### config.mk
export PLATFORM = sky130hd
export DESIGN_NAME = lbm_ctrl
export DESIGN_NICKNAME = d
export VERILOG_FILES = /design/src/lbm_pkg.sv /design/src/lbm_ctrl.sv
export SDC_FILE = /design/constraint.sdc
export NUM_CORES = 1
export LEC_CHECK = 0
export BUFFER_PORTS_ARGS = -buffer_cell sky130_fd_sc_hd__buf_2
export CAP_MARGIN = 20
export CORE_AREA = 2 2 39 41
export DETAILED_ROUTE_END_ITERATION = 16
export DIE_AREA = 0 0 41 43
export HOLD_SLACK_MARGIN = 0.02
export PLACE_DENSITY = 0.79
export REMOVE_ABC_BUFFERS = 1
export SYNTH_ARGS = -nofsm -noshare
export SYNTH_HDL_FRONTEND = slang
export SYNTH_SLANG_ARGS = --single-unit
### constraint.sdc
create_clock -name aclk -period 2.1 [get_ports aclk]
set_input_delay 0.105 -clock aclk [delete_from_list [all_inputs] [get_ports aclk]]
set_output_delay 0.105 -clock aclk [all_outputs]
set_load 0.02 [all_outputs]
### src/lbm_pkg.sv
`default_nettype none
package lbm_pkg;

    localparam int DEF_GRID_X = 64;
    localparam int DEF_GRID_Y = 64;

    localparam int INV_TAU_W = 17;
    localparam logic [INV_TAU_W-1:0] INV_TAU_RESET = 17'd65536;

    localparam logic [62:0] ERR_CAP = {63{1'b1}};

    // request kinds
    localparam logic [1:0] KIND_WRITE = 2'd0;
    localparam logic [1:0] KIND_ITER  = 2'd1;
    localparam logic [1:0] KIND_READ  = 2'd2;
    localparam logic [1:0] KIND_CLEAR = 2'd3;

    localparam int NPOP = 5;

    typedef struct packed {
        logic req_load;
        logic cnt_rst;
        logic cnt_inc;
        logic clr_we;
        logic clr_src;
        logic src_wr;
        logic it_sum;
        logic it_col;
        logic it_wr;
        logic tot_clr;
        logic bank_flip;
        logic out_load;
    } lbm_cmd_t;

    typedef struct packed {
        logic       last_cell;
        logic [1:0] req_kind;
    } lbm_stat_t;

    function automatic logic signed [31:0] sat32(input logic signed [63:0] v);
        logic signed [31:0] r;
        if (v > 64'sh7FFF_FFFF) begin
            r = 32'sh7FFF_FFFF;
        end else if (v < -64'sh8000_0000) begin
            r = 32'sh8000_0000;
        end else begin
            r = v[31:0];
        end
        return r;
    endfunction

endpackage
`default_nettype wire

### src/lbm_ctrl.sv
`default_nettype none
module lbm_ctrl
    import lbm_pkg::*;
(
    input  wire logic       aclk,
    input  wire logic       aresetn,
    input  wire logic       s_valid,
    output logic            s_ready,
    input  wire logic [1:0] s_req_type,
    output logic            m_valid,
    input  wire logic       m_ready,
    input  wire lbm_stat_t  stat,
    output lbm_cmd_t        cmd
);

    localparam logic [3:0] ST_INIT    = 4'd0;
    localparam logic [3:0] ST_IDLE    = 4'd1;
    localparam logic [3:0] ST_SRC_WR  = 4'd2;
    localparam logic [3:0] ST_RD_WAIT = 4'd3;
    localparam logic [3:0] ST_CLR     = 4'd4;
    localparam logic [3:0] ST_IT_RD   = 4'd5;
    localparam logic [3:0] ST_IT_SUM  = 4'd6;
    localparam logic [3:0] ST_IT_COL  = 4'd7;
    localparam logic [3:0] ST_IT_WR   = 4'd8;
    localparam logic [3:0] ST_FINISH  = 4'd9;

    logic [3:0] state_reg, state_next;
    logic       m_valid_reg, m_valid_next;

    always_comb begin
        state_next   = state_reg;
        m_valid_next = m_valid_reg & ~m_ready;
        cmd          = '0;
        s_ready      = 1'b0;
        unique case (state_reg)
            ST_INIT: begin
                cmd.clr_we  = 1'b1;
                cmd.clr_src = 1'b1;
                cmd.cnt_inc = 1'b1;
                if (stat.last_cell) begin
                    state_next = ST_IDLE;
                end
            end
            ST_IDLE: begin
                s_ready = 1'b1;
                if (s_valid) begin
                    cmd.req_load = 1'b1;
                    cmd.cnt_rst  = 1'b1;
                    cmd.tot_clr  = 1'b1;
                    unique case (s_req_type)
                        KIND_WRITE: state_next = ST_SRC_WR;
                        KIND_ITER:  state_next = ST_IT_RD;
                        KIND_READ:  state_next = ST_RD_WAIT;
                        default:    state_next = ST_CLR;
                    endcase
                end
            end
            ST_SRC_WR: begin
                cmd.src_wr = 1'b1;
                state_next = ST_FINISH;
            end
            ST_RD_WAIT: begin
                state_next = ST_FINISH;
            end
            ST_CLR: begin
                cmd.clr_we  = 1'b1;
                cmd.cnt_inc = 1'b1;
                if (stat.last_cell) begin
                    state_next = ST_FINISH;
                end
            end
            ST_IT_RD: begin
                state_next = ST_IT_SUM;
            end
            ST_IT_SUM: begin
                cmd.it_sum = 1'b1;
                state_next = ST_IT_COL;
            end
            ST_IT_COL: begin
                cmd.it_col = 1'b1;
                state_next = ST_IT_WR;
            end
            ST_IT_WR: begin
                cmd.it_wr   = 1'b1;
                cmd.cnt_inc = 1'b1;
                if (stat.last_cell) begin
                    cmd.bank_flip = 1'b1;
                    state_next    = ST_FINISH;
                end else begin
                    state_next = ST_IT_RD;
                end
            end
            ST_FINISH: begin
                if (!m_valid_reg || m_ready) begin
                    cmd.out_load = 1'b1;
                    m_valid_next = 1'b1;
                    state_next   = ST_IDLE;
                end
            end
            default: begin
                state_next = ST_INIT;
            end
        endcase
    end

    always_ff @(posedge aclk) begin
        if (!aresetn) begin
            state_reg   <= ST_INIT;
            m_valid_reg <= 1'b0;
        end else begin
            state_reg   <= state_next;
            m_valid_reg <= m_valid_next;
        end
    end

    assign m_valid = m_valid_reg;

endmodule
`default_nettype wire

==> flow_summary_export.csv <==
group,metric,value,unit
run_status,status,"finished clean",
critical_path,crit_fanout,13,
detailed_routing,drtIter0Drc,0,
global_route,antenna_found_initial,0,
detailed_routing,first_pass_iters,1,
detailed_routing,dr_total_vias,483,
clock_network,cts_tree,"done",
clock_network,htreeDepth,1,
logic_synthesis,synth_top_area_cell,"dfxtp_1",
placed_design,dpl.hpwl,819,um
placed_design,gp_congestion,0.726,
floorplanning,core-area,1380,sq um
global_route,grt_pass1_vias,379,
floorplanning,die_area,1760,sq um
critical_path,r2r-end,"state_reg[2]",
logic_synthesis,yosysUniqueCellTypes,36,
cells_and_area,largest_reg_flops,4,
cells_and_area,finalInstanceArea,616,sq um
logic_synthesis,async_reset_ff_share,0,%
timing,timing.fmax,0.572,GHz
cells_and_area,antennaDiodeCount,0,
critical_path,cpPeakStageDelay,650,ps
floorplanning,ios,23,
critical_path,timing_worst_setup_path_type,"reg2out",
timing,max_slew_margin,63.9,%
clock_network,cts_buffers,3,
floorplanning,die_h,43,um
power_and_ir_drop,max-vdd-ir-drop,0.258,mV
global_route,grt-busiest-layer,"met2",
floorplanning,rows,14,
logic_synthesis,synth_most_common_cell,"inv_1",
clock_network,clock_sinks,5,
logic_synthesis,netlist_area,515,sq um
global_route,grt_pass1_wl,1500,um
timing,rsz0062_at_grt,"no",
min_path,min-delay-path-class,"in2reg",
global_route,grt_overflow,0,
timing,hold_violations,0,
global_route,grtUsageMet1,14.8,%
logic_synthesis,synth_ff_type,"dfxtp_1",
timing,post-route-min-period,1750,ps
clock_network,ctsHoldBuffers,0,
timing,finalSetupTns,0,ps
clock_network,cts-root-buf,"clkbuf_4",
cells_and_area,layout-drive-gt1-share,39.7,%
cells_and_area,utilization,44.5,%
min_path,hold_path_end,"m_valid",
critical_path,end_kind,"primary output",
clock_network,post_cts_buffers,0,
power_and_ir_drop,leakage,0.291,nW
critical_path,worst_path_max_delay_cell,"dfxtp_1",
global_route,met2_usage,19.1,%
timing,clock_skew,0.0898,ps
detailed_routing,routedWlPerCell,10.7,um
timing,setup_viol,0,
global_route,grt_max_degree,16,
logic_synthesis,yosysWarnings,0,
power_and_ir_drop,power.density,590,nW/um^2
logic_synthesis,seq_area_frac_synth,19.4,%
clock_network,cts-resized-gates,0,
placed_design,port-buffer-count,20,
placed_design,dpl_cell_area,589,sq um
detailed_routing,routed_wl,1010,um
logic_synthesis,syn_inst,60,
logic_synthesis,synth_area_leaders,"dfxtp_1 19%, ha_1 9.7%, buf_4 5.8%, nor3_1 4.9%, nor4b_4 4.6%",
floorplanning,initial_core_util,37.3,%
logic_synthesis,netlist.area_leader.share,19.4,%
detailed_routing,ant_nets,0,
logic_synthesis,avgSynthCellArea,8.59,sq um
cells_and_area,fill_cells,147,
global_route,grt.total_usage,12.6,%
min_path,worstHoldStart,"aresetn",
clock_network,clk_latency,230,ps
critical_path,worst_r2r_path_depth,4,
detailed_routing,drc_errors,0,
clock_network,clockBufferDepth,2,
critical_path,cp-start-kind,"flop",
logic_synthesis,ys_top_cells_by_count,"6 x inv_1, 5 x dfxtp_1, 5 x nor3_1",
clock_network,cts.reportedPaths.clkPinSlew,40,ps
critical_path,critPathRequiredTime,2000,ps
critical_path,r2r-start,"state_reg[3]",
timing,max_slew.worst_pin.slew,540,ps
critical_path,path_cells,"nand2b_1 -> nor3_1 -> and2_1 -> buf_2",
global_route,use_met3,1.57,%
cells_and_area,fin_nets,92,
min_path,holdPathStages,2,
critical_path,cp.arrival,1640,ps
logic_synthesis,synth-edff-count,0,
timing,drv_slew,0,
detailed_routing,vias_per_cell,5.14,
critical_path,crit_start,"state_reg[3]",
timing,period_share,83.3,%
cells_and_area,syn2layout_area_growth,19.4,%
critical_path,ff2ff_setup_slack,610,ps
logic_synthesis,synth-seq-cells,5,
floorplanning,die_w,41,um
flow_run,maxCapViolCount,0,
-- critical path, delay by kind of cell (launching register included) --
| family | cells | cell delay [ps] |
|---|---|---|
| and+or+nand+nor | 3 | 600 |
| DFF | 1 | 650 |
| buffers and inverters | 1 | 150 |
-- report_power, final --
group          switching, mW  total, mW  internal (mW)
registers             0.0235      0.125          0.102
logic                 0.0746      0.132         0.0576
clock network         0.0343      0.106         0.0715
total                  0.132      0.363          0.231
-- kinds of logic after synthesis --
kind of cell             Yosys count  synth area share (%)
AO/OA/AOI/OAI                     14                  21.6
XOR/XNOR                           1                  1.70
adder cells (fa/ha/maj)            4                  9.71
buffers and inverters             12                  13.3
flip-flops                         5                  19.4
AND/OR/NAND/NOR                   24                  34.2
-- per-stage QoR --
stage | std cells | power, mW | hold slack, ps | worst slack [ps]
after floorplan | 54 | 0.216 | 222 | 380
after global placement | 90 | 0.256 | 385 | 641
after detailed placement | 90 | 0.260 | 384 | 604
after CTS | 94 | 0.371 | 132 | 361
after global routing | 94 | 0.389 | 133 | 216
final | 94 | 0.363 | 137 | 352
-- placed cells by master (no fill, tap or decap), types with 2 or more instances in the layout --
cell type and instances:
nand2b_1 2, nor2_1 3, inv_1 6, nor3_2 2, dfxtp_1 5, buf_2 20, nor3_1 5, and2_1 2
ha_1 4, clkbuf_4 3
-- how the worst max path moves through the flow --
stage               cells after the start           end
finish                                  4        cmd[1]
global route                            4        cmd[1]
CTS                                     4        cmd[1]
detailed placement                      4  state_reg[1]
global placement                        4        cmd[9]
floorplan                               3        cmd[1]
-- layer usage --
layer	share of wire, %	routed length, um
met1	43	439
met2	52	524
met3	4.6	46
met4	0	0
met5	0	0
-- area by class of cell --
type,count,area (sq um),share of cell area (%)
Clock buffer,4,26.3,4.27
Inverter,6,22.5,3.66
Multi-Input combinational cell,43,347,56.3
Sequential cell,5,100,16.3
Tap cell,16,20.0,3.25
Timing Repair Buffer,20,100,16.3
No activity file was read; power rests on OpenSTA's default activity.
